`src/sv/rss_pkg.sv`:
```
package rss_pkg;

    localparam int InDataW  = 168;
    localparam int OutDataW = 136;
    localparam int TimeW    = 63;
    localparam int BudgetW  = 32;
    localparam int CfgDataW = 63;
    localparam int CfgIdxW  = 2;

    localparam logic [TimeW-1:0]   WorldTimeoutRst   = 63'd1000000000;
    localparam logic [TimeW-1:0]   RouteTimeoutRst   = 63'd1000000000;
    localparam logic [TimeW-1:0]   HorizonTimeoutRst = 63'd1000000000;
    localparam logic [BudgetW-1:0] RecoveryBudgetRst = 32'd3;

    typedef enum logic [CfgIdxW-1:0] {
        CFG_WORLD_TIMEOUT   = 2'd0,
        CFG_ROUTE_TIMEOUT   = 2'd1,
        CFG_HORIZON_TIMEOUT = 2'd2,
        CFG_RECOVERY_BUDGET = 2'd3
    } cfg_idx_t;

    typedef enum logic [2:0] {
        STAGE_PROCESS_ALIVE = 3'd0,
        STAGE_WORLD_READY   = 3'd1,
        STAGE_BOOTSTRAP     = 3'd2,
        STAGE_CERT_ROUTE    = 3'd3,
        STAGE_FIRST_HORIZON = 3'd4,
        STAGE_MISSION_READY = 3'd5,
        STAGE_TERMINAL      = 3'd6
    } stage_t;

    typedef enum logic [2:0] {
        FAIL_NONE      = 3'd0,
        FAIL_NO_WORLD  = 3'd1,
        FAIL_NO_ROUTE  = 3'd2,
        FAIL_NO_HORIZ  = 3'd3,
        FAIL_NO_BUDGET = 3'd4
    } failure_t;

    typedef struct packed {
        logic [TimeW-1:0]   world_timeout_ns;
        logic [TimeW-1:0]   route_timeout_ns;
        logic [TimeW-1:0]   horizon_timeout_ns;
        logic [BudgetW-1:0] recovery_budget;
    } cfg_t;

    // last field in the lowest bits
    typedef struct packed {
        logic [1:0]         pad;
        logic               horizon_acked;
        logic               route_certified;
        logic               boot_done;
        logic               map_avail;
        logic               nav_alive;
        logic signed [63:0] timestamp_ns;
        logic [63:0]        recovery_seq;
        logic [31:0]        op_epoch;
        logic               op_active;
    } in_item_t;

    typedef struct packed {
        logic             pad;
        logic             is_terminal;
        logic             ready_res;
        logic [TimeW-1:0] stage_age_ns;
        logic [31:0]      attempts;
        logic [31:0]      epoch_out;
        failure_t         failure;
        stage_t           stage;
    } out_item_t;

endpackage

```
`src/sv/rss_cfg.sv`:
```
module rss_cfg (
    input  logic                            aclk,
    input  logic                            aresetn,
    input  logic                            cfg_we,
    input  logic [rss_pkg::CfgIdxW-1:0]     cfg_index,
    input  logic [rss_pkg::CfgDataW-1:0]    cfg_wdata,
    output rss_pkg::cfg_t                   cfg
);
    import rss_pkg::*;

    cfg_t cfg_reg;

    always_ff @(posedge aclk) begin
        if (!aresetn) begin
            cfg_reg.world_timeout_ns   <= WorldTimeoutRst;
            cfg_reg.route_timeout_ns   <= RouteTimeoutRst;
            cfg_reg.horizon_timeout_ns <= HorizonTimeoutRst;
            cfg_reg.recovery_budget    <= RecoveryBudgetRst;
        end else if (cfg_we) begin
            case (cfg_idx_t'(cfg_index))
                CFG_WORLD_TIMEOUT:   cfg_reg.world_timeout_ns   <= cfg_wdata[TimeW-1:0];
                CFG_ROUTE_TIMEOUT:   cfg_reg.route_timeout_ns   <= cfg_wdata[TimeW-1:0];
                CFG_HORIZON_TIMEOUT: cfg_reg.horizon_timeout_ns <= cfg_wdata[TimeW-1:0];
                CFG_RECOVERY_BUDGET: cfg_reg.recovery_budget    <= cfg_wdata[BudgetW-1:0];
                default: ;
            endcase
        end
    end

    assign cfg = cfg_reg;
endmodule

```
`src/sv/rss_core.sv`:
```
module rss_core (
    input  logic                aclk,
    input  logic                aresetn,
    input  rss_pkg::cfg_t       cfg,
    input  rss_pkg::in_item_t   item,
    input  logic                advance,
    output rss_pkg::out_item_t  result
);
    import rss_pkg::*;

    stage_t           stage_reg, stage_next;
    failure_t         fail_reg, fail_next;
    logic [31:0]      epoch_reg, epoch_next;
    logic [63:0]      seq_reg, seq_next;
    logic [TimeW-1:0] entry_reg, entry_next;
    logic [31:0]      att_reg, att_next;
    logic             term_reg, term_next;

    logic             clr, new_ep, seq_up, changed;
    logic [TimeW-1:0] now;
    stage_t           b_stage, want;
    failure_t         b_fail, fail;
    logic [63:0]      b_seq, delta;
    logic [TimeW-1:0] b_entry, age_b, age;
    logic [31:0]      b_att, n_att, sat_att;
    logic             b_term;
    logic [32:0]      sum33;
    logic [63:0]      diff;

    always_comb begin
        clr    = !item.op_active || (item.op_epoch == 32'd0) ||
                 item.timestamp_ns[63] || (item.timestamp_ns == 64'sd0);
        new_ep = item.op_epoch != epoch_reg;
        now    = item.timestamp_ns[TimeW-1:0];

        // a new epoch starts from cleared state with baseline and stamp
        b_stage = new_ep ? STAGE_PROCESS_ALIVE : stage_reg;
        b_fail  = new_ep ? FAIL_NONE : fail_reg;
        b_seq   = new_ep ? item.recovery_seq : seq_reg;
        b_entry = new_ep ? now : entry_reg;
        b_att   = new_ep ? 32'd0 : att_reg;
        b_term  = new_ep ? 1'b0 : term_reg;

        // saturating attempt count
        seq_up = item.recovery_seq > b_seq;
        delta  = item.recovery_seq - b_seq;
        sum33  = {1'b0, b_att} + {1'b0, delta[31:0]};
        if ((delta[63:32] != 32'd0) || sum33[32]) begin
            sat_att = '1;
        end else begin
            sat_att = sum33[31:0];
        end
        n_att = seq_up ? sat_att : b_att;

        want = STAGE_PROCESS_ALIVE;
        if (item.nav_alive) begin
            want = STAGE_WORLD_READY;
            if (item.map_avail) begin
                want = STAGE_BOOTSTRAP;
                if (item.boot_done) begin
                    want = STAGE_CERT_ROUTE;
                    if (item.route_certified) begin
                        want = STAGE_FIRST_HORIZON;
                        if (item.horizon_acked) begin
                            want = STAGE_MISSION_READY;
                        end
                    end
                end
            end
        end
        changed = want != b_stage;

        // entry of zero means unstamped
        diff  = {1'b0, now} - {1'b0, b_entry};
        age_b = ((b_entry == '0) || diff[63]) ? '0 : diff[TimeW-1:0];
        age   = changed ? '0 : age_b;

        if (item.boot_done && !item.map_avail &&
                age >= cfg.world_timeout_ns) begin
            fail = FAIL_NO_WORLD;
        end else if (item.boot_done && item.map_avail && !item.route_certified &&
                age >= cfg.route_timeout_ns) begin
            fail = FAIL_NO_ROUTE;
        end else if (item.route_certified && !item.horizon_acked &&
                age >= cfg.horizon_timeout_ns) begin
            fail = FAIL_NO_HORIZ;
        end else if (!item.route_certified && n_att >= cfg.recovery_budget) begin
            fail = FAIL_NO_BUDGET;
        end else begin
            fail = FAIL_NONE;
        end

        result     = '0;
        stage_next = stage_reg;
        fail_next  = fail_reg;
        epoch_next = epoch_reg;
        seq_next   = seq_reg;
        entry_next = entry_reg;
        att_next   = att_reg;
        term_next  = term_reg;

        if (clr) begin
            stage_next = STAGE_PROCESS_ALIVE;
            fail_next  = FAIL_NONE;
            epoch_next = '0;
            seq_next   = '0;
            entry_next = '0;
            att_next   = '0;
            term_next  = 1'b0;
        end else if (b_term) begin
            // latched: state held, report terminal
            result.stage        = STAGE_TERMINAL;
            result.failure      = b_fail;
            result.epoch_out    = item.op_epoch;
            result.attempts     = b_att;
            result.stage_age_ns = age_b;
            result.is_terminal  = 1'b1;
        end else begin
            epoch_next = item.op_epoch;
            seq_next   = seq_up ? item.recovery_seq : b_seq;
            att_next   = n_att;
            fail_next  = fail;
            if (fail != FAIL_NONE) begin
                stage_next = STAGE_TERMINAL;
                entry_next = now;
                term_next  = 1'b1;
            end else begin
                stage_next = want;
                entry_next = changed ? now : b_entry;
                term_next  = 1'b0;
            end
            result.stage        = stage_next;
            result.failure      = fail;
            result.epoch_out    = item.op_epoch;
            result.attempts     = n_att;
            result.stage_age_ns = (fail != FAIL_NONE) ? '0 : age;
            result.ready_res    = (fail == FAIL_NONE) && (want == STAGE_MISSION_READY);
            result.is_terminal  = fail != FAIL_NONE;
        end
    end

    always_ff @(posedge aclk) begin
        if (!aresetn) begin
            stage_reg <= STAGE_PROCESS_ALIVE;
            fail_reg  <= FAIL_NONE;
            epoch_reg <= '0;
            seq_reg   <= '0;
            entry_reg <= '0;
            att_reg   <= '0;
            term_reg  <= 1'b0;
        end else if (advance) begin
            stage_reg <= stage_next;
            fail_reg  <= fail_next;
            epoch_reg <= epoch_next;
            seq_reg   <= seq_next;
            entry_reg <= entry_next;
            att_reg   <= att_next;
            term_reg  <= term_next;
        end
    end
endmodule

```
`src/sv/readiness_stage_supervisor.sv`:
```
// readiness stage supervisor
// s_ channel: one observation per beat; tdata from bit 0 up holds op_active,
// op_epoch, recovery_seq, timestamp_ns, the five readiness flags, then zeros.
// m_ channel: one result per observation; tdata from bit 0 up holds stage,
// failure, epoch_out, attempts, stage_age_ns, ready_res, is_terminal, one zero.
// cfg_ port: register i of the list is written at cfg_index i while cfg_we is
// high; write only while no observation is in flight.
// path: a taken beat is held in the input register, evaluated against the tracked
// state and registered in the result register once that register is free.
// throughput: one beat per cycle while m_tready stays high; the state update is
// combinational compare, subtract and saturating add between input and result registers.
// stall: the result register holds while m_tready is low; the input register
// still takes one beat then, and s_tready drops only when both are full.
// reset: aresetn low clears tracking state, empties both registers and loads
// the register defaults (timeouts 1e9 ns, recovery budget 3).
module readiness_stage_supervisor (
    input  logic                            aclk,
    input  logic                            aresetn,
    input  logic                            s_tvalid,
    output logic                            s_tready,
    // active, epoch, recovery_seq, timestamp_ns, alive, world, boot, route, horizon
    input  logic [rss_pkg::InDataW-1:0]     s_tdata,
    output logic                            m_tvalid,
    input  logic                            m_tready,
    // stage, failure, epoch_out, attempts, stage_age_ns, ready_res, is_terminal
    output logic [rss_pkg::OutDataW-1:0]    m_tdata,
    input  logic                            cfg_we,
    input  logic [rss_pkg::CfgIdxW-1:0]     cfg_index,
    input  logic [rss_pkg::CfgDataW-1:0]    cfg_wdata
);
    import rss_pkg::*;

    cfg_t      cfg;
    in_item_t  in_reg;
    logic      in_valid_reg;
    out_item_t out_reg;
    logic      out_valid_reg;
    out_item_t result;
    logic      out_free, advance;

    rss_cfg u_cfg (
        .aclk      (aclk),
        .aresetn   (aresetn),
        .cfg_we    (cfg_we),
        .cfg_index (cfg_index),
        .cfg_wdata (cfg_wdata),
        .cfg       (cfg)
    );

    rss_core u_core (
        .aclk    (aclk),
        .aresetn (aresetn),
        .cfg     (cfg),
        .item    (in_reg),
        .advance (advance),
        .result  (result)
    );

    assign out_free = !out_valid_reg || m_tready;
    assign advance  = in_valid_reg && out_free;
    assign s_tready = !in_valid_reg || out_free;

    always_ff @(posedge aclk) begin
        if (!aresetn) begin
            in_valid_reg  <= 1'b0;
            out_valid_reg <= 1'b0;
        end else begin
            if (s_tready) begin
                in_valid_reg <= s_tvalid;
            end
            if (out_free) begin
                out_valid_reg <= in_valid_reg;
            end
        end
    end

    always_ff @(posedge aclk) begin
        if (s_tready && s_tvalid) begin
            in_reg <= in_item_t'(s_tdata);
        end
        if (advance) begin
            out_reg <= result;
        end
    end

    assign m_tvalid = out_valid_reg;
    assign m_tdata  = out_reg;
endmodule
```
`config.mk`:
```
export PLATFORM = sky130hd
export DESIGN_NAME = readiness_stage_supervisor
export DESIGN_NICKNAME = d
export VERILOG_FILES = /design/src/sv/rss_pkg.sv /design/src/sv/rss_cfg.sv /design/src/sv/rss_core.sv /design/src/sv/readiness_stage_supervisor.sv
export SDC_FILE = /design/constraint.sdc
export NUM_CORES = 2
export LEC_CHECK = 0
export ABC_AREA = 1
export BUFFER_PORTS_ARGS = -buffer_cell sky130_fd_sc_hd__buf_2
export CORE_UTILIZATION = 25
export DETAILED_ROUTE_END_ITERATION = 10
export GPL_TIMING_DRIVEN = 0
export PLACE_DENSITY = 0.52
export SYNTH_ARGS = -nofsm -noshare
export SYNTH_HDL_FRONTEND = slang
export SYNTH_SLANG_ARGS = --single-unit
```
`constraint.sdc`:
```
create_clock -name aclk -period 7.3 [get_ports aclk]
set_clock_uncertainty 0.15 [all_clocks]
set_input_delay 0 -clock aclk [delete_from_list [all_inputs] [get_ports aclk]]
set_output_delay 0 -clock aclk [all_outputs]
set_load 0.05 [all_outputs]
```
==> results.rst <==
.. list-table::
   :header-rows: 1

   * - Metric
     - Value
   * - Run status
     - finished, violations left
   * - Violations in the final reports
     - setup timing
   * - RSZ-0062 raised after global routing
     - true
   * - Pleak
     - around 28 nW
   * - Number of nets in the finished design
     - 8120
   * - Drt first pass iters
     - 6
   * - Height of the die
     - between 400 and 500 um
   * - Cell-internal power
     - approximately 8.6 mW
   * - Post-synthesis instance area
     - between 40000 and 50000 um^2
   * - Max Buffers Root-to-Sink
     - 3
   * - Capture point of the worst path
     - m_tdata[106]
   * - DR DRC count
     - 0
   * - Layout-stage area growth over the synthesis result
     - 37.1%
   * - # clock sinks
     - around 720
   * - Power dissipated by switching net loads
     - ~4.7 mW
   * - Largest fanout on the critical path
     - 8
   * - CP arrival
     - 8650 ps
   * - Hpwl dp
     - 165000 um
   * - Sum of negative setup slack
     - -123610 ps
   * - Cell area reported after detailed placement
     - around 52000 um^2
   * - Clock share of power
     - 36.0%
   * - R2R cell count
     - 57
   * - Final period util
     - 114%
   * - Post-Route WL
     - about 210000 um
   * - Syn nets
     - slightly above 7k
   * - Slew HR
     - 32.4%
   * - Combinational share of power
     - around 30%
   * - Synthesis warning total
     - 0
   * - Clock tree from TritonCTS
     - yes
   * - ANT nets after route
     - 0
   * - Class of the worst hold path
     - input port to register
   * - Initial antenna violation count
     - 19
   * - Count of H-tree levels built during CTS
     - 3
   * - Maximum number of pins on one net before global-route repair
     - 96
   * - Required time of the critical path
     - approximately 7600 ps
   * - First-pass GRT wire length
     - roughly 300000 um
   * - Reg2Reg Capture Point
     - m_tdata[106]
   * - Reg2reg start
     - in_reg[26]
   * - Worst setup margin
     - -1010 ps
   * - Area taken by multi-input logic gates
     - 27700 um^2
   * - Total number of vias
     - 48.8k
   * - Via density
     - between 4 and 5
   * - Horizontal die dimension
     - 435 um
   * - Synth Flop Type
     - dfxtp_1
   * - Async S/R FF share, synth
     - 0%
   * - Delay of the slowest critical-path stage
     - 430 ps
   * - EDFF count, synth
     - about 300
   * - Worst supply voltage drop on vdd
     - 0.000186 V
   * - Number of DRC violations after detailed-routing iteration 0
     - between 3k and 4k
   * - Clock Latency Late Sink
     - about 740 ps
   * - Sequential cell area in the final layout
     - 17500 um^2
   * - Minimum period implied by the final worst setup slack
     - around 8300 ps
   * - Clock transition at the registers of the reported paths
     - roughly 60 ps
   * - Beginning of the critical path
     - in_reg[26]
   * - Number of instances in the synthesized netlist
     - approximately 6.4k
   * - Slowest CP cell
     - edfxtp_1
   * - Placer congestion estimate
     - 0.986
   * - Worst setup EP type
     - register
   * - Areal power density over the cells
     - just over 200 nW/um^2
   * - Worst slew pin tran
     - just over 1000 ps
   * - Starting density of the core
     - 25.2%
   * - Worst Setup Start Kind
     - register
   * - Post-layout instance area
     - approximately 64000 um^2
   * - Flop-to-flop setup slack
     - -1010 ps
   * - Sequential area share after synthesis
     - a little under two fifths
   * - Hold Vio Cnt, Final
     - 0
   * - Setup violators final
     - between 100 and 150
   * - Count of pins over their slew limit
     - 0
   * - Count of state elements after synthesis
     - between 700 and 800
   * - Count of pins on the block boundary
     - approximately 380
   * - TritonCTS buffer count
     - 89
   * - Number of distinct library cells after synthesis
     - 60
   * - Number of I/O port buffers
     - around 370
   * - Highest achievable clock rate
     - 120 MHz
   * - Area of the die
     - ~190000 um^2
   * - Number of global-route vias before repair
     - 46.4k
   * - Share of cells above drive strength 1
     - roughly 17%
   * - Sw frac
     - a little over a third
   * - All-layer global routing usage
     - a little over a fifth
   * - Final-layout fill cell count
     - between 15k and 20k
   * - Routed wire per std cell
     - between 20 and 25 um
   * - Sequential fraction of design power
     - 34.3%
   * - Avg Cell Area, Syn
     - 7.29 um^2
   * - Number of standard-cell rows in the floorplan
     - 158
   * - Number of max-cap violations
     - 0
   * - Flip-flop count of the largest register, all copies and words added
     - roughly 220
   * - Core Area
     - around 190000 um^2
   * - Clock tree root buffer cell
     - clkbuf_16
   * - WS Path Type
     - register to register
   * - Congestion Overflow GR
     - 0
[layer usage]
metal / part of all wire, % / global-route usage, % / up-vias / routed length, um
li1: - / - / 23700 / -
met1: 42 / 26.5 / 23100 / 88000
met2: 47 / 35.9 / 1599 / 99200
met3: 4.9 / 2.45 / 424 / 10300
met4: 5.4 / 10.8 / 2 / 11400
met5: 0.0034 / 0 / - / 7
[critical path, delay by kind of cell (launching register included)]
family / cells / cell delay [ps]
adder cells (fa/ha/maj): 3 / 810
buffers and inverters: 12 / 1590
AO/OA/AOI/OAI: 4 / 630
flip-flops: 1 / 430
XOR/XNOR: 1 / 230
multiplexers: 1 / 210
AND/OR/NAND/NOR: 36 / 3910
[power by group through the flow]
stage | sequential (mW) | clock (mW) | combinational [mW]
global placement | 4.63 | 0 | 3.06
detailed placement | 4.61 | 0 | 3.09
finish | 4.53 | 4.77 | 3.93
floorplan | 4.71 | 0 | 1.86
global route | 4.55 | 5.01 | 4.24
CTS | 4.53 | 4.88 | 3.64
[cell families (layout without fill, tap and decap cells)]
logic type                 count (synthesis)  after routing  synth area share, %
and+or+nand+nor                         2639           2640                 23.8
AOI/OAI and AO/OA                       1340           1340                 15.4
buffers and inverters                   1148           2302                 9.49
DFF                                      722            722                 37.3
adders and majority gates                383            383                 10.3
xor gates and xnor gates                 123            123                 2.30
muxes                                     63             63                 1.35
other                                      1              9              0.00802
[placed cells by master, fill, tap and decap left out, drive strengths merged, types with 4 or more instances in the layout]
cell type / count
dfxtp: 421
buf: 633
xnor2: 34
a21boi: 5
nand4: 197
edfxtp: 301
a21oi: 710
diode: 8
o22ai: 32
nand3b: 39
o21a: 20
a31oi: 26
clkbuf: 251
nand2: 1467
o21ai: 409
and3: 4
nor2: 565
nor3: 56
a211oi: 4
ha: 380
clkinvlp: 6
clkinv: 35
and2: 4
nand3: 261
bufinv: 11
dlygate4sd3: 447
xor2: 89
inv: 919
mux2i: 63
nor4: 25
o21bai: 14
or2: 19
o211ai: 93
a21o: 13
[what timing repair did]
item                       CTS  global route
hold buffers               447             0
setup buffers              117            44
resized for setup          510           324
gates cloned                 6             2
setup endpoints to repair  205           143
pin swaps                   81            79
hold endpoints to repair   528             0
[worst min path at each step]
stage	to	depth (start not counted)	slack [ps]	start
after floorplan	in_reg[0]	0	-50	s_tdata[0]
after global placement	in_reg[69]	1	30	s_tdata[69]
after detailed placement	in_reg[73]	1	30	s_tdata[73]
after CTS	u_cfg.cfg[191]	4	3	cfg_wdata[33]
after global routing	u_cfg.cfg[43]	4	40	cfg_wdata[11]
final	u_cfg.cfg[110]	4	30	cfg_wdata[15]
[final cells by class]
type / instances / share of cell area [%]
clock inverter: 60 / 1.15
buffer: 236 / 2.17
tap: 2480 / 4.84
antenna: 8 / 0.0312
timing repair buffer: 989 / 12.4
inverter: 911 / 5.39
sequential: 722 / 27.2
multi-input combinational: 4550 / 43.1
clock buffer: 106 / 3.68
[metrics by stage]
step | power [mW] | setup WS, ps | cells | util (%) | hold WS (ps)
floorplan | 6.57 | 130 | 6419 | - | -51.1
global placement | 7.69 | -4080 | 9271 | 27.9 | 26.5
detailed placement | 7.70 | -4090 | 9273 | 27.9 | 28.1
CTS | 13.0 | -1050 | 10000 | 33.6 | 2.77
global route | 13.8 | -1270 | 10100 | 34.6 | 42.7
finish | 13.2 | -1010 | 10100 | 34.6 | 32.7
[Yosys cell counts (68+ instances only)]
cell      instances  area share [%]
a21oi_1         709             7.6
buf_2            68            0.73
clkbuf_1        156             1.3
dfxtp_1         421              18
edfxtp_1        301              19
ha_1            380              10
inv_1           895             7.2
nand2_1        1460              12
nand3_1         259             2.8
nand4_1         197             2.6
nor2_1          562             4.5
o211ai_1         93             1.5
o21ai_0         367             3.9
xor2_1           89             1.7
(Power assumes the default switching activity.)
